[src/hdl/cse_pkg.sv]
`timescale 1ns / 1ps
// ----------------------------------------------------------------------------
// cse_pkg: shared types and helpers of the C string escape encoder
// Holds the descriptor that travels from the classifier to the emitter,
// and the functions that turn a descriptor and a step into a character.
// ----------------------------------------------------------------------------
package cse_pkg;

	localparam int unsigned QUEUE_DEPTH_DEF = 4;

	localparam logic [7:0] PRINT_LOW  = 8'h20;
	localparam logic [7:0] PRINT_HIGH = 8'h7E;
	localparam logic [7:0] DQUOTE     = 8'h22;
	localparam logic [7:0] SQUOTE     = 8'h27;
	localparam logic [6:0] ESC_CHAR   = 7'h5C;
	localparam logic [6:0] OCT_BASE   = 7'h30;

	typedef enum logic [1:0] {
		KIND_PLAIN,
		KIND_PAIR,
		KIND_OCTAL
	} kind_t;

	typedef logic [1:0] step_t;

	typedef struct packed {
		kind_t      kind;
		logic [7:0] value;
	} desc_t;

	function automatic kind_t classify(logic [7:0] b);
		kind_t k;
		if (b < PRINT_LOW) begin
			if (b >= 8'h07 && b <= 8'h0D) k = KIND_PAIR;
			else k = KIND_OCTAL;
		end else if (b == DQUOTE || b == SQUOTE) begin
			k = KIND_PAIR;
		end else if (b > PRINT_HIGH) begin
			k = KIND_OCTAL;
		end else begin
			k = KIND_PLAIN;
		end
		return k;
	endfunction

	// Letter that follows the backslash; quotes stand for themselves.
	function automatic logic [6:0] pair_letter(logic [7:0] b);
		logic [6:0] c;
		unique case (b)
			8'h07: c = 7'h61;
			8'h08: c = 7'h62;
			8'h09: c = 7'h74;
			8'h0A: c = 7'h6E;
			8'h0B: c = 7'h76;
			8'h0C: c = 7'h66;
			8'h0D: c = 7'h72;
			default: c = b[6:0];
		endcase
		return c;
	endfunction

	function automatic logic [6:0] run_char(desc_t d, step_t step);
		logic [6:0] c;
		case (step)
			2'd0: c = (d.kind == KIND_PLAIN) ? d.value[6:0] : ESC_CHAR;
			2'd1: c = (d.kind == KIND_PAIR) ? pair_letter(d.value)
				: (OCT_BASE | {5'd0, d.value[7:6]});
			2'd2: c = OCT_BASE | {4'd0, d.value[5:3]};
			default: c = OCT_BASE | {4'd0, d.value[2:0]};
		endcase
		return c;
	endfunction

	function automatic logic run_end(desc_t d, step_t step);
		return (d.kind == KIND_PLAIN && step == 2'd0)
			|| (d.kind == KIND_PAIR && step == 2'd1)
			|| (d.kind == KIND_OCTAL && step == 2'd3);
	endfunction

endpackage

[src/hdl/cse_front.sv]
`timescale 1ns / 1ps
// ----------------------------------------------------------------------------
// cse_front: input stage and classifier
// Accepts one byte per request and registers it with its escape kind.
// ----------------------------------------------------------------------------
module cse_front
	import cse_pkg::*;
(
	input  logic       clk,
	input  logic       arst_n,
	input  logic       in_valid,
	output logic       in_ready,
	input  logic [7:0] in_byte,
	output logic       push_valid,
	input  logic       push_ready,
	output desc_t      push_data
);

	logic  valid_s1;
	desc_t desc_s1;

	assign in_ready   = !valid_s1 || push_ready;
	assign push_valid = valid_s1;
	assign push_data  = desc_s1;

	always_ff @(posedge clk or negedge arst_n) begin
		if (!arst_n) begin
			valid_s1 <= 1'b0;
		end else if (in_valid && in_ready) begin
			valid_s1 <= 1'b1;
		end else if (push_ready) begin
			valid_s1 <= 1'b0;
		end
	end

	always_ff @(posedge clk) begin
		if (in_valid && in_ready) begin
			desc_s1.kind  <= classify(in_byte);
			desc_s1.value <= in_byte;
		end
	end

endmodule

[src/hdl/cse_queue.sv]
`timescale 1ns / 1ps
// ----------------------------------------------------------------------------
// cse_queue: descriptor queue
// Small circular queue between the classifier and the emitter.
// ----------------------------------------------------------------------------
module cse_queue
	import cse_pkg::*;
#(
	parameter int unsigned DEPTH = QUEUE_DEPTH_DEF
) (
	input  logic  clk,
	input  logic  arst_n,
	input  logic  push_valid,
	output logic  push_ready,
	input  desc_t push_data,
	output logic  pop_valid,
	input  logic  pop_ready,
	output desc_t pop_data,
	output logic  full
);

	localparam int unsigned PTR_W = (DEPTH > 1) ? $clog2(DEPTH) : 1;
	localparam int unsigned CNT_W = $clog2(DEPTH + 1);
	localparam logic [PTR_W-1:0] LAST_PTR = PTR_W'(DEPTH - 1);

	desc_t            mem_q [DEPTH];
	logic [PTR_W-1:0] wr_ptr_q;
	logic [PTR_W-1:0] rd_ptr_q;
	logic [CNT_W-1:0] count_q;
	logic             do_push;
	logic             do_pop;

	assign full       = (count_q == CNT_W'(DEPTH));
	assign push_ready = !full;
	assign pop_valid  = (count_q != '0);
	assign pop_data   = mem_q[rd_ptr_q];
	assign do_push    = push_valid && push_ready;
	assign do_pop     = pop_valid && pop_ready;

	always_ff @(posedge clk or negedge arst_n) begin
		if (!arst_n) begin
			wr_ptr_q <= '0;
			rd_ptr_q <= '0;
			count_q  <= '0;
		end else begin
			if (do_push) wr_ptr_q <= (wr_ptr_q == LAST_PTR) ? '0 : wr_ptr_q + 1'b1;
			if (do_pop) rd_ptr_q <= (rd_ptr_q == LAST_PTR) ? '0 : rd_ptr_q + 1'b1;
			if (do_push && !do_pop) count_q <= count_q + 1'b1;
			else if (do_pop && !do_push) count_q <= count_q - 1'b1;
		end
	end

	always_ff @(posedge clk) begin
		if (do_push) mem_q[wr_ptr_q] <= push_data;
	end

endmodule

[src/hdl/cse_back.sv]
`timescale 1ns / 1ps
// ----------------------------------------------------------------------------
// cse_back: escape sequencer
// Steps through each descriptor and drives one character per cycle into
// the output register whenever that register is empty or being taken.
// ----------------------------------------------------------------------------
module cse_back
	import cse_pkg::*;
(
	input  logic       clk,
	input  logic       arst_n,
	input  logic       pop_valid,
	output logic       pop_ready,
	input  desc_t      pop_data,
	output logic       out_valid,
	input  logic       out_ready,
	output logic [6:0] out_char,
	output logic       run_last,
	output logic       active
);

	logic       active_q;
	desc_t      cur_q;
	step_t      step_q;
	logic       out_valid_q;
	logic [6:0] out_char_q;
	logic       run_last_q;
	logic       slot_free;
	logic       src_valid;
	desc_t      src;
	logic       src_end;

	// A run in progress has priority; otherwise the queue head starts a new one.
	assign slot_free = !out_valid_q || out_ready;
	assign src       = active_q ? cur_q : pop_data;
	assign src_valid = active_q || pop_valid;
	assign src_end   = run_end(src, step_q);
	assign pop_ready = slot_free && !active_q;

	assign out_valid = out_valid_q;
	assign out_char  = out_char_q;
	assign run_last  = run_last_q;
	assign active    = active_q;

	always_ff @(posedge clk or negedge arst_n) begin
		if (!arst_n) begin
			active_q    <= 1'b0;
			step_q      <= '0;
			out_valid_q <= 1'b0;
		end else if (slot_free) begin
			out_valid_q <= src_valid;
			if (src_valid) begin
				active_q <= !src_end;
				step_q   <= src_end ? '0 : step_q + 1'b1;
			end
		end
	end

	always_ff @(posedge clk) begin
		if (slot_free && src_valid) begin
			out_char_q <= run_char(src, step_q);
			run_last_q <= src_end;
		end
		if (pop_valid && pop_ready) cur_q <= pop_data;
	end

endmodule

[src/hdl/c_string_escape_encoder.sv]
`timescale 1ns / 1ps
// ----------------------------------------------------------------------------
// c_string_escape_encoder: C string-literal escaping of a byte stream
// Each input byte leaves as a run of one to four ASCII characters.
// ----------------------------------------------------------------------------
// The block takes one raw byte per request and returns its escaped form one
// character per request, with run_last high on the final character of each
// run. A plain byte yields one output character, a backslash-letter or quote
// escape two, and an octal escape four; the output sequencer moves one
// character per cycle while out_ready allows, so it sets the sustained rate.
// Input bytes are taken every cycle while the descriptor queue (QUEUE_DEPTH
// entries) has room; each passes the front register, queue and output register.
module c_string_escape_encoder
	import cse_pkg::*;
#(
	parameter int unsigned QUEUE_DEPTH = QUEUE_DEPTH_DEF
) (
	input  logic       clk,
	input  logic       arst_n,
	input  logic       in_valid,
	output logic       in_ready,
	input  logic [7:0] in_byte,
	output logic       out_valid,
	input  logic       out_ready,
	output logic [6:0] out_char,
	output logic       run_last
);

	logic  push_valid;
	logic  push_ready;
	desc_t push_data;
	logic  pop_valid;
	logic  pop_ready;
	desc_t pop_data;
	logic  queue_full;
	logic  back_active;

	cse_front u_front (
		.clk       (clk),
		.arst_n    (arst_n),
		.in_valid  (in_valid),
		.in_ready  (in_ready),
		.in_byte   (in_byte),
		.push_valid(push_valid),
		.push_ready(push_ready),
		.push_data (push_data)
	);

	cse_queue #(
		.DEPTH(QUEUE_DEPTH)
	) u_queue (
		.clk       (clk),
		.arst_n    (arst_n),
		.push_valid(push_valid),
		.push_ready(push_ready),
		.push_data (push_data),
		.pop_valid (pop_valid),
		.pop_ready (pop_ready),
		.pop_data  (pop_data),
		.full      (queue_full)
	);

	cse_back u_back (
		.clk      (clk),
		.arst_n   (arst_n),
		.pop_valid(pop_valid),
		.pop_ready(pop_ready),
		.pop_data (pop_data),
		.out_valid(out_valid),
		.out_ready(out_ready),
		.out_char (out_char),
		.run_last (run_last),
		.active   (back_active)
	);

	// A taken character that does not end its run is followed at once.
	a_run_continues: assert property (@(posedge clk) disable iff (!arst_n)
		out_valid && out_ready && !run_last |=> out_valid)
		else $error("escape run stalled inside the block");

	// Input stalls only when the front stage is held by a full queue.
	a_stall_cause: assert property (@(posedge clk) disable iff (!arst_n)
		!in_ready |-> (push_valid && queue_full))
		else $error("input stalled without a full queue");

	// A run in progress means the output register holds a non-final character.
	a_active_mid_run: assert property (@(posedge clk) disable iff (!arst_n)
		back_active |-> (out_valid && !run_last))
		else $error("sequencer active without a pending run character");

endmodule
[config.mk]
export PLATFORM = sky130hd
export DESIGN_NAME = c_string_escape_encoder
export DESIGN_NICKNAME = d
export VERILOG_FILES = /design/src/hdl/cse_pkg.sv /design/src/hdl/cse_front.sv /design/src/hdl/cse_queue.sv /design/src/hdl/cse_back.sv /design/src/hdl/c_string_escape_encoder.sv
export SDC_FILE = /design/constraint.sdc
export NUM_CORES = 1
export LEC_CHECK = 0
export BUFFER_PORTS_ARGS = -buffer_cell sky130_fd_sc_hd__buf_2
export CORE_ASPECT_RATIO = 0.7
export CORE_MARGIN = 10
export CORE_UTILIZATION = 68
export CTS_BUF_LIST = sky130_fd_sc_hd__clkbuf_8
export DETAILED_ROUTE_END_ITERATION = 10
export GPL_TIMING_DRIVEN = 0
export PLACE_DENSITY_LB_ADDON = 0.1
export SETUP_SLACK_MARGIN = 0.4
export SYNTH_ARGS = -nofsm -noshare
export SYNTH_HDL_FRONTEND = slang
export SYNTH_SLANG_ARGS = --single-unit
[constraint.sdc]
create_clock -name clk -period 6 [get_ports clk]
set_input_delay 0.6 -clock clk [delete_from_list [all_inputs] [get_ports clk]]
set_output_delay 0.6 -clock clk [all_outputs]
set_load 0.03 [all_outputs]
# --- Yosys cells after proc, flatten, opt, wreduce, memory -nomap -nowiden ---
# Memory sizes are Yosys's and may differ from the RTL's.
# Index checks and enable logic that the tools add are counted.
classes:
  mux: 18
  mul: 0
  n_bitwise: 0
  n_shift: 0
  add_sub_neg: 5
  n_reduce_logical: 29
  n_lt_le_gt_ge: 4
  n_eq_ne: 18
  div_mod_pow: 0
ops:
  columns: ["operator", "count"]
  rows:
  - ["case mux 7 bit (7 select lines)", 1]
  - ["== test 8 x 4 -> 1 bit (second input constant)", 6]
  - ["case mux 7 bit (3 select lines)", 1]
  - ["== test 8 x 6 -> 1 bit (second input constant)", 2]
  - ["two-way mux 2 bit", 7]
  - ["two-way mux 7 bit", 2]
  - ["logical AND 1 bit", 11]
  - ["== test 2 bit (second input constant)", 5]
  - ["two-way mux 10 bit", 1]
  - ["== test 8 x 3 -> 1 bit (second input constant)", 1]
  - ["greater-or-equal comparator 8 x 3 -> 1 bit (second input constant)", 1]
  - ["greater-than comparator 8 x 7 -> 1 bit (second input constant)", 1]
  - ["<= comparator 8 x 4 -> 1 bit (second input constant)", 1]
  - ["less-than comparator 8 x 6 -> 1 bit (second input constant)", 1]
  - ["zero test 1 bit", 7]
  - ["adder 2 x 1 -> 2 bit (second input constant)", 3]
  - ["logical OR 1 bit", 6]
  - ["two-way mux 3 bit", 2]
  - ["== test 2 x 1 -> 1 bit (second input constant)", 2]
  - ["zero test 2 bit", 2]
  - ["two-way mux 1 bit", 4]
  - ["adder 3 x 1 -> 3 bit (second input constant)", 1]
  - ["== test 3 bit (second input constant)", 1]
  - ["nonzero test 3 bit", 1]
  - ["other kinds (4)", 4]
totals:
  register_bits: 40
  in_bits: 12
  elab_cells: 88
  rom_bits: 0
  n_memories: 1
  latchBits: 0
  ram_bits: 40
  output_inout_bits: 10
mem_list:
  columns: ["memory", "words", "width", "read_ports", "rd_clocked_by_memory_dff", "write_ports", "line", "text"]
  rows:
  - ["u_queue.mem_q", 4, 10, 1, 0, 1, "cse_queue.sv:26", "desc_t mem_q [DEPTH];"]

# --- Longest topological paths before layout ---
# Gate-level depths: netlist of the first run.
depth:
  ltp_word: 7
  mapped_depth: 10
  ltp_nobuf: 9

# --- By module ---
# A second synthesis of the first run with hierarchy kept.
unflattened:
  cells_unflattened: 246
  hier_area_um2: 3677.3
by_module_without_submodules:
  columns: ["module", "area_per_inst_um2", "cells_per_inst", "instances", "seq_area_each_um2"]
  rows:
  - ["cse_queue", 1891.8, 90, 1, 1376.3]
  - ["cse_back", 1353.8, 128, 1, 640.6]
  - ["cse_front", 431.7, 28, 1, 325.3]

# --- Worst setup path after synthesis of the first run ---
# No wires, ideal clock.
synth_path:
  kind: "input -> register"
  from: "input port out_ready"
  to: "register u_queue.count_q[1]"
  slack_ns: 3.555
  cell_stages: 8
  required_time_ns: 5.875
  arrival_ns: 2.320
  setup_ns: 0.125
  cell_sequence: "nand2b_1 -> and3b_1 -> clkbuf_1 -> inv_1 -> ha_1 -> inv_1 -> fa_1 -> mux2_2"
synth_between:
  elab_chain_cells: 6
synth_lines:
  columns: ["item", "line", "text"]
  rows:
  - ["start, declared", "c_string_escape_encoder.sv:24", "input logic out_ready,"]
  - ["logical OR 1 bit (*)", "cse_back.sv:34", "assign slot_free = !out_valid_q || out_ready;"]
  - ["logical AND 1 bit (*)", "cse_back.sv:38", "assign pop_ready = slot_free && !active_q;"]
  - ["logical AND 1 bit (*)", "cse_queue.sv:38", "assign do_pop = pop_valid && pop_ready;"]
  - ["named net u_queue.do_pop", "cse_queue.sv:31", "logic do_pop;"]
  - ["zero test 1 bit", "cse_queue.sv:48", "if (do_push && !do_pop) count_q <= count_q + 1'b1;"]
  - ["logical AND 1 bit", "cse_queue.sv:48", null]
  - ["two-way mux 3 bit / nonzero test 2 bit (equally long branches)", null, null]
  - ["end signal, assigned", "cse_queue.sv:48", null]
  - ["end signal, assigned", "cse_queue.sv:49", "else if (do_pop && !do_push) count_q <= count_q - 1'b1;"]
  - ["end, declared", "cse_queue.sv:29", "logic [CNT_W-1:0] count_q;"]
# The timed path passes the listed nets; every way through them passes the cells marked *.
# A chain may end at the register's enable or synchronous reset.

# --- Worst setup path in the final report of the first run ---
layout_path:
  from: "register u_queue.count_q[0]"
  to: "register u_queue.count_q[2]"
layout_lines:
  columns: ["item", "line", "text"]
  rows:
  - ["nonzero test 3 bit (*)", "cse_queue.sv:35", "assign pop_valid = (count_q != '0);"]
  - ["logical AND 1 bit (*)", "cse_queue.sv:38", null]
  - ["named net u_queue.do_pop", "cse_queue.sv:31", null]
  - ["zero test 1 bit", "cse_queue.sv:48", null]
  - ["logical AND 1 bit", "cse_queue.sv:48", null]
  - ["two-way mux 3 bit / nonzero test 2 bit (equally long branches)", null, null]
# The timed path passes the listed nets; every way through them passes the cells marked *. The select of a mux whose other input is x is not followed.

==> results.yml, run 1 <==
run_status:
  status: "complete, no violations"
detailed_routing:
  drt_iter0_drc: 168
  ant_nets: 0
  drcViolationCount: 0
  drt-total-wl_um: 7230
  drt-wirelength-per-cell_um: 19.4
  vias: 2341
  via_per_inst: 6.29
  firstDrtPassIters: 4
power:
  p_leak_nw: 1.55
  netSwitchingFraction: 0.380
  p_int_mw: 1.40
  peakVddDrop_mv: 0.346
  p_per_area_nw_per_um2: 538
  clockPowerShare: 0.188
  seqPwrFrac: 0.392
  power_frac_comb: 0.420
  p_sw_mw: 0.857
final_layout:
  fillers: 312
  syn_to_final_growth_pct: 10.9
  final_layout_size_suffix_gt1_frac: 0.203
  diodes: 0
  nets: 319
setup_path:
  critPathLaunchType: "register"
  crit_type: "reg2reg"
  cp.required_ps: 6270
  crit_path_end_kind: "register"
  cp_max_fo: 13
  crit_arrival_ps: 2940
clocking:
  clk_pin_slew_ps: 80
  clock_path_buffers: 2
  clockRootBuffer: "clkbuf_8"
  hold_buffers: 0
  clock_latency_ps: 350
  numCtsBuffers: 9
  clock_sinks: 80
  ctsResizeCount: 0
  htreeDepth: 3
  cts_tree: "done"
  postCtsSetupRepairBufs: 0
global_routing:
  grt_overflow_total: 0
  antenna_found_initial: 0
  grt_pass1_wl_um: 11900
  grt_pass1_vias: 2318
  grt.total_usage: 0.173
  grt_max_degree: 15
sta:
  fin_tns_setup_ps: 0
  fmaxAchievable_mhz: 375
  final.setup.worst_slack_ps: 3330
  final_hold_viol_count: 0
  period_minus_slack_ps: 2670
  clock_skew_ps: 13.4
  setup_viol: 0
  post-route-period-util: 0.444
  grt_setup_unrepaired: "no"
  slew_headroom: 0.474
  slew_violations: 0
  worst_slew_pin_slew_ps: 788
place:
  io_buffers: 21
  gp_congestion: 0.910
  post-place-ws_ps: 3190
  dp_hpwl_um: 5220
synth:
  synthFlopType: "edfxtp_1"
  synth_top_area_cell: "edfxtp_1"
  yosys_warnings: 0
  syn-num-nets: 287
  yosysSeqAreaShare: 0.619
  async_flop_share: 0.150
  synth.top_cell.area_share: 0.539
  synth_seq_cells: 80
  syn_inst: 263
  yosysUniqueCellTypes: 61
  synth.avg_cell_area_sq_um: 14.4
  synth.cell_area_sq_um: 3790
  synth_edf_count: 68
  ys_top_cells_by_area: "edfxtp_1 (54%), dfrtp_1 (7.9%), mux2i_1 (5.0%), ha_1 (3.6%), mux4_2 (2.4%)"
floorplanning:
  rows: 22
  ios: 22
  dieArea_sq_um: 9000
  core_area_sq_um: 5310
  start_util: 0.713
  die_h_um: 82.4
  die_w_um: 109
run:
  maxCapViolCount: 0
hold_path:
  hold_class: "in2async"
==> sequential cells by signal, summed over array words and instances, names as in the netlist <==
| register | cells |
|---|---|
| u_front.push_data | 10 |
| u_back.run_last | 1 |
| u_front.push_valid | 1 |
| u_back.out_char | 7 |
| u_back.step_q | 2 |
| u_queue.count_q | 3 |
| u_back.cur_q | 10 |
| u_back.out_valid | 1 |
| u_queue.wr_ptr_q | 2 |
| u_back.active | 1 |
| u_queue.rd_ptr_q | 2 |
| u_queue.mem_q | 40 |
==> layer usage <==
metal / wire length, um / up-vias / GRT usage
met1: 3180 / 1152 / 0.230
met2: 3510 / 87 / 0.275
met3: 451 / 12 / 0.0518
met4: 92 / 0 / 0.0466
li1: - / 1090 / -
met5: 0 / - / 0
==> cell usage after synthesis (4+ instances only) <==
cell and count:
and2_1 6, nand2_1 11, nand2b_1 6, edfxtp_1 68, mux2i_1 19, a211oi_1 5, nand3_1 5, nor2_1 11
o21ai_0 8, ha_1 11, mux4_2 4, inv_1 10, o211ai_1 5, a21oi_1 16, nor2b_1 6, mux2_2 6
dfrtp_1 12
==> cell usage in the layout, fill, tap and decap left out, drive strengths merged, types with 4 or more instances in the layout <==
master  instances
nor2b           6
mux2i          21
nand2          12
nand3           5
buf            28
ha             11
o21ai           8
a211oi          5
inv            11
mux4            4
clkinv          4
and2            6
edfxtp         68
nand2b          6
nor2           11
dfrtp          12
a21oi          17
clkbuf         11
o211ai          5
mux2            6
==> metrics by stage <==
stage	utilization	power [mW]	std cells	hold slack [ps]	area, sq um
floorplan	-	1.59	263	304	3790
global placement	0.749	1.78	356	476	3980
detailed placement	0.749	1.83	356	481	3980
CTS	0.791	2.26	372	124	4200
global route	0.791	2.40	372	130	4200
finish	0.791	2.26	372	122	4200
==> final timing paths <==
kind                                      start                  end  cells past startpoint  slack, ps
max                          u_queue.count_q[0]   u_queue.count_q[2]                     10       3330
min                                      arst_n   u_queue.count_q[1]                      1        120
max reg2reg                  u_queue.count_q[0]   u_queue.count_q[2]                     10       3330
min reg2reg                u_front.push_data[9]  u_queue.mem_q[3][9]                      0        500
max in group asynchronous                arst_n  u_queue.rd_ptr_q[0]                      1       5650
min in group clk                       in_valid   u_front.push_valid                      2        450
==> critical path, stage by stage, from the launching register on <==
cell      delay, ps
dfrtp_1         440
or3_1           440
and3b_1         190
clkbuf_1        340
inv_1           150
ha_1            200
inv_1            60
fa_1            370
xor2_1          150
nor2_1          110
xor2_1          150
==> final cells by class <==
cell class	instances	area, sq um	share of cell area
repair buffers	21	105	0.0250
clock buffers	9	124	0.0295
well taps	72	90.1	0.0214
clock inverters	7	95.1	0.0226
flip-flops and latches	80	2340	0.558
plain buffers	9	63.8	0.0152
multi-input cells	164	1340	0.320
inverters	10	37.5	0.00894
==> logic make-up (layout without fill, tap and decap cells) <==
logic type / after synthesis / in the layout / share of synthesized area
buffers and inverters: 19 / 56 / 0.0268
flip-flops: 80 / 80 / 0.619
multiplexers: 31 / 31 / 0.101
AND/OR/NAND/NOR: 57 / 57 / 0.0816
XOR/XNOR: 3 / 3 / 0.00694
adder cells (fa/ha/maj): 12 / 12 / 0.0416
AO/OA/AOI/OAI: 61 / 61 / 0.123
==> power by group through the flow <==
stage	registers (mW)	clock network (mW)	logic, mW
floorplan	0.934	0	0.661
global placement	0.885	0	0.898
detailed placement	0.899	0	0.929
CTS	0.886	0.430	0.941
global route	0.904	0.452	1.04
finish	0.885	0.425	0.948
Power figures use the tool's default switching activity.
==> run 2, diff against run 1 <==
--- a/config.mk
+++ b/config.mk
@@ -8,7 +8,7 @@
 export BUFFER_PORTS_ARGS = -buffer_cell sky130_fd_sc_hd__buf_2
 export CORE_ASPECT_RATIO = 0.7
 export CORE_MARGIN = 10
-export CORE_UTILIZATION = 68
+export CORE_UTILIZATION = 63
 export CTS_BUF_LIST = sky130_fd_sc_hd__clkbuf_8
 export DETAILED_ROUTE_END_ITERATION = 10
 export GPL_TIMING_DRIVEN = 0
==> constraint.sdc (replaced) <==
create_clock -name clk -period 2.7 [get_ports clk]
set_input_delay 0.27 -clock clk [delete_from_list [all_inputs] [get_ports clk]]
set_output_delay 0.27 -clock clk [all_outputs]
set_load 0.03 [all_outputs]
==> results.yml, run 2 (synthesis gave the netlist of run 1 again) <==
run_status:
  status: "complete, no violations"
floorplanning:
  start_util: 0.655
  rows: 23
  die_w_um: 113
  die_h_um: 84.9
  dieArea_sq_um: 9560
  core_area_sq_um: 5780
  ios: 22
power:
  peakVddDrop_mv: 0.686
  p_leak_nw: 1.67
  netSwitchingFraction: 0.381
  p_sw_mw: 2.10
  clockPowerShare: 0.162
  seqPwrFrac: 0.357
  design_power_total_mw: 5.52
  power_frac_comb: 0.481
  p_per_area_nw_per_um2: 1210
  p_int_mw: 3.42
detailed_routing:
  drt-wirelength-per-cell_um: 19.8
  via_per_inst: 6.15
  vias: 2449
  drt_iter0_drc: 165
  drt-total-wl_um: 7870
  ant_nets: 0
  drcViolationCount: 0
  firstDrtPassIters: 5
global_routing:
  grt_max_degree: 15
  antenna_found_initial: 0
  grt_overflow_total: 0
  grt_pass1_wl_um: 12300
  grt_pass1_vias: 2404
  grt.total_usage: 0.162
setup_path:
  crit_arrival_ps: 2560
  cp_max_fo: 8
  reg2reg_setup_slack_ps: 250
  rr_endpoint: "u_back.out_char[2]"
  cp.required_ps: 2810
  crit_type: "reg2reg"
  ff2ff_path_depth: 9
  crit_path_end_kind: "register"
  critPathLaunchType: "register"
  r2r-start: "u_queue.rd_ptr_q[0]"
sta:
  slew_headroom: 0.637
  clock_skew_ps: 11.6
  period_minus_slack_ps: 2450
  holdWs_ps: 113
  final.setup.worst_slack_ps: 249
  worst_slew_pin_slew_ps: 544
  slew_violations: 0
  fin_tns_setup_ps: 0
  grt_setup_unrepaired: "yes"
  setup_viol: 0
  final_hold_viol_count: 0
  post-route-period-util: 0.908
  fmaxAchievable_mhz: 408
place:
  io_buffers: 21
  post-place-ws_ps: 136
  placed_cell_area_sq_um: 3990
  gp_congestion: 0.929
  dp_hpwl_um: 5060
clocking:
  numCtsBuffers: 9
  clock_path_buffers: 2
  clock_sinks: 80
  htreeDepth: 3
  cts_tree: "done"
  clk_pin_slew_ps: 90
  clock_latency_ps: 360
  clockRootBuffer: "clkbuf_8"
hold_path:
  hold_class: "in2reg"
  holdPathStages: 2
  hold_end: "u_front.push_valid"
  worstHoldStart: "in_valid"
final_layout:
  multiInputGateArea_sq_um: 1500
  ff_latch_area_sq_um: 2340
  largest_reg_flops: 40
  final_layout_size_suffix_gt1_frac: 0.353
  fin_area_sq_um: 4560
  fillers: 315
  syn_to_final_growth_pct: 20.4
  final_common_cell: "edfxtp_1"
  nets: 342
  diodes: 0
  mostFrequentLayoutCells: "edfxtp_1 (68), buf_2 (24), buf_4 (20)"
  largest-register: "u_queue.mem_q"
run:
  maxCapViolCount: 0
-- run 2: repair_timing --
action	in CTS	in global routing
hold buffers	1	0
buffers inserted	13	9
setup endpoints to repair	9	13
gates resized for setup	21	21
hold endpoints to repair	12	0
pin swaps	10	10
-- run 2: final cells by class --
class / count / share of cell area
Clock buffer: 10 / 0.0302
Inverter: 10 / 0.00824
Clock inverter: 6 / 0.0151
Multi-Input combinational cell: 164 / 0.330
Tap cell: 75 / 0.0206
Buffer: 9 / 0.0173
Sequential cell: 80 / 0.515
Timing Repair Buffer: 44 / 0.0640
-- run 2: critical path, stage by stage, from the launching register on --
cell,delay (ps)
dfrtp_1,400
buf_8,160
buf_12,150
mux2i_4,320
a21oi_2,130
o41ai_4,420
nand2_2,120
buf_6,140
o31ai_2,240
a31oi_1,120
-- run 2: how the worst max path moves through the flow --
stage | start | end | slack [ps] | depth (start not counted)
final | u_queue.rd_ptr_q[0] | u_back.out_char[2] | 250 | 9
after global routing | u_queue.rd_ptr_q[0] | u_back.out_char[2] | 200 | 9
after CTS | u_queue.rd_ptr_q[0] | u_back.out_char[1] | 320 | 8
after detailed placement | u_queue.rd_ptr_q[1] | u_back.out_char[5] | 140 | 7
after global placement | u_queue.rd_ptr_q[1] | u_back.out_char[5] | 170 | 7
after floorplan | u_queue.count_q[0] | u_queue.count_q[2] | 420 | 10
-- run 2: power groups by stage --
| stage | clock network (mW) | registers, mW | logic [mW] |
|---|---|---|---|
| floorplan | 0 | 2.07 | 1.47 |
| global placement | 0 | 1.97 | 2.00 |
| detailed placement | 0 | 1.99 | 2.05 |
| CTS | 0.905 | 1.96 | 2.34 |
| global route | 0.963 | 2.00 | 2.88 |
| finish | 0.892 | 1.97 | 2.66 |
-- run 2: routing by layer --
metal | vias up | GRT usage | part of all wire
met3 | 13 | 0.0436 | 0.059
met1 | 1214 | 0.208 | 0.44
met5 | - | 0 | 0
met2 | 91 | 0.261 | 0.49
li1 | 1131 | - | -
met4 | 0 | 0.0517 | 0.014
-- run 2: through the flow --
stage          std cells   util
2_1_floorplan        263      -
3_3_place_gp         359  0.690
3_5_place_dp         359  0.690
4_1_cts              389  0.759
5_1_grt              398  0.788
6_report             398  0.788
==> run 3, diff against run 2 <==
--- a/config.mk
+++ b/config.mk
@@ -6,7 +6,6 @@
 export NUM_CORES = 1
 export LEC_CHECK = 0
 export BUFFER_PORTS_ARGS = -buffer_cell sky130_fd_sc_hd__buf_2
-export CORE_ASPECT_RATIO = 0.7
 export CORE_MARGIN = 10
 export CORE_UTILIZATION = 63
 export CTS_BUF_LIST = sky130_fd_sc_hd__clkbuf_8
==> results.yml, run 3 (synthesis gave the netlist of run 1 again) <==
run:
  maxCapViolCount: 0
global_routing:
  antenna_found_initial: 0
  grt.total_usage: 0.166
  grt_overflow_total: 0
  grt_pass1_vias: 2539
  grt_pass1_wl_um: 12700
  grt_max_degree: 14
power:
  peakVddDrop_mv: 0.605
  p_sw_mw: 2.19
  p_leak_nw: 1.72
  p_int_mw: 3.65
  power_frac_comb: 0.492
  seqPwrFrac: 0.340
  clockPowerShare: 0.168
  p_per_area_nw_per_um2: 1250
  netSwitchingFraction: 0.375
setup_path:
  crit_type: "reg2reg"
  worstPathCellList: "buf_8, buf_6, mux4_2, mux2_4, nor2_2, a211oi_1, or4b_1, o211ai_1"
  cp_slowest_stage_delay_ps: 540
  cpLargestDelayFamily: "multiplexers"
  slowest_stage: "mux4_2"
  path_buf_inv: 2
  crit_arrival_ps: 2660
  crit_path_end_kind: "register"
  critPathLaunchType: "register"
  cp_max_fo: 5
  cp.required_ps: 2900
place:
  dp_hpwl_um: 4930
  gp_congestion: 0.857
  io_buffers: 21
final_layout:
  final_common_cell: "edfxtp_1"
  syn_to_final_growth_pct: 24.0
  largest_reg_flops: 40
  largest-register: "u_queue.mem_q"
  mostFrequentLayoutCells: "edfxtp_1 (68), buf_2 (24), buf_4 (19)"
  diodes: 0
  fillers: 323
  final_layout_size_suffix_gt1_frac: 0.366
  nets: 344
sta:
  holdWs_ps: 112
  fin_tns_setup_ps: 0
  fmaxAchievable_mhz: 407
  post-route-period-util: 0.911
  slew_headroom: 0.621
  slew_violations: 0
  period_minus_slack_ps: 2460
  setup_viol: 0
  final_hold_viol_count: 0
  worst_slew_pin_slew_ps: 566
  grt_setup_unrepaired: "yes"
  clock_skew_ps: 13.0
floorplanning:
  start_util: 0.643
  core_area_sq_um: 5890
  rows: 28
  dieArea_sq_um: 9510
  ios: 22
  die_h_um: 97.5
  die_w_um: 97.5
detailed_routing:
  drt_iter0_drc: 169
  ant_nets: 0
  drt-wirelength-per-cell_um: 20.5
  drcViolationCount: 0
  vias: 2479
  drt-total-wl_um: 8180
  via_per_inst: 6.20
  firstDrtPassIters: 5
clocking:
  clock_latency_ps: 360
  clock_sinks: 80
  clockRootBuffer: "clkbuf_8"
  numCtsBuffers: 9
  cts_tree: "done"
  clock_path_buffers: 2
  htreeDepth: 3
  clk_pin_slew_ps: 80
run_status:
  status: "complete, no violations"
hold_path:
  hold_class: "in2reg"
run 3: cell count changes in the layout (fill, tap and decap cells not counted), sizes merged:
cell / delta
inv: +2
clkinvlp: -1
bufinv: +1
buf: +2
clkinv: -2
run 3: metrics by stage:
step / worst slack, ps / total power, mW / cells / area (sq um) / utilization
2_1_floorplan: 417 / 3.55 / 263 / 3790 / -
3_3_place_gp: 271 / 3.96 / 359 / 3990 / 0.678
3_5_place_dp: 196 / 4.04 / 359 / 3990 / 0.678
4_1_cts: 292 / 5.47 / 391 / 4510 / 0.767
5_1_grt: 186 / 6.14 / 400 / 4700 / 0.798
6_report: 240 / 5.85 / 400 / 4700 / 0.798
run 3: repair_timing:
| action | CTS | global route |
|---|---|---|
| endpoints found under the setup margin | 9 | 13 |
| buffers inserted | 13 | 9 |
| resized for setup | 30 | 23 |
| hold endpoints to repair | 12 | 0 |
| gates cloned | 2 | 0 |
| pin swaps | 10 | 11 |
| hold buffers | 1 | 0 |
run 3: final cells by class:
cell class | instances | area [sq um] | area share
clock buffer | 10 | 138 | 0.0293
tap | 75 | 93.8 | 0.0200
sequential | 80 | 2340 | 0.499
inverter | 10 | 37.5 | 0.00799
timing repair buffer | 46 | 359 | 0.0765
buffer | 9 | 78.8 | 0.0168
multi-input combinational | 164 | 1560 | 0.332
clock inverter | 6 | 85.1 | 0.0181
run 3: per-layer routing:
| metal | global-route usage | share of wire | vias up | routed length, um |
|---|---|---|---|---|
| met5 | 0 | 0 | - | 0 |
| met4 | 0.0884 | 0.028 | 0 | 229 |
| met3 | 0.0469 | 0.053 | 30 | 435 |
| met2 | 0.274 | 0.52 | 105 | 4250 |
| met1 | 0.190 | 0.40 | 1212 | 3270 |
| li1 | - | - | 1132 | - |
run 3: path summary, 6_finish.rpt:
kind / start / endpoint / slack [ps] / cells after the start
worst max-delay path: u_queue.rd_ptr_q[0] / u_back.out_char[1] / 240 / 8
worst min-delay path: in_valid / u_front.push_valid / 110 / 2
worst max register to register: u_queue.rd_ptr_q[0] / u_back.out_char[1] / 240 / 8
worst min register to register: u_front.push_data[7] / u_queue.mem_q[0][7] / 510 / 0
max in group asynchronous: arst_n / u_queue.rd_ptr_q[1] / 2120 / 2
min in group asynchronous: arst_n / u_front.push_valid / 330 / 2
run 3: worst register-to-register path, delay by kind of cell, from the launching register on:
| kind | cells | cell delay, ps |
|---|---|---|
| flip-flops | 1 | 440 |
| AO/OA/AOI/OAI | 2 | 150 |
| AND/OR/NAND/NOR | 2 | 630 |
| buffers and inverters | 2 | 250 |
| multiplexers | 2 | 850 |
run 3: power by group through the flow:
stage          combinational [mW]  sequential (mW)  clock (mW)
6_report                     2.88             1.99       0.982
5_1_grt                      3.08             2.02        1.04
4_1_cts                      2.50             1.98       0.987
3_5_place_dp                 2.05             1.99           0
3_3_place_gp                 1.99             1.96           0
2_1_floorplan                1.47             2.07           0
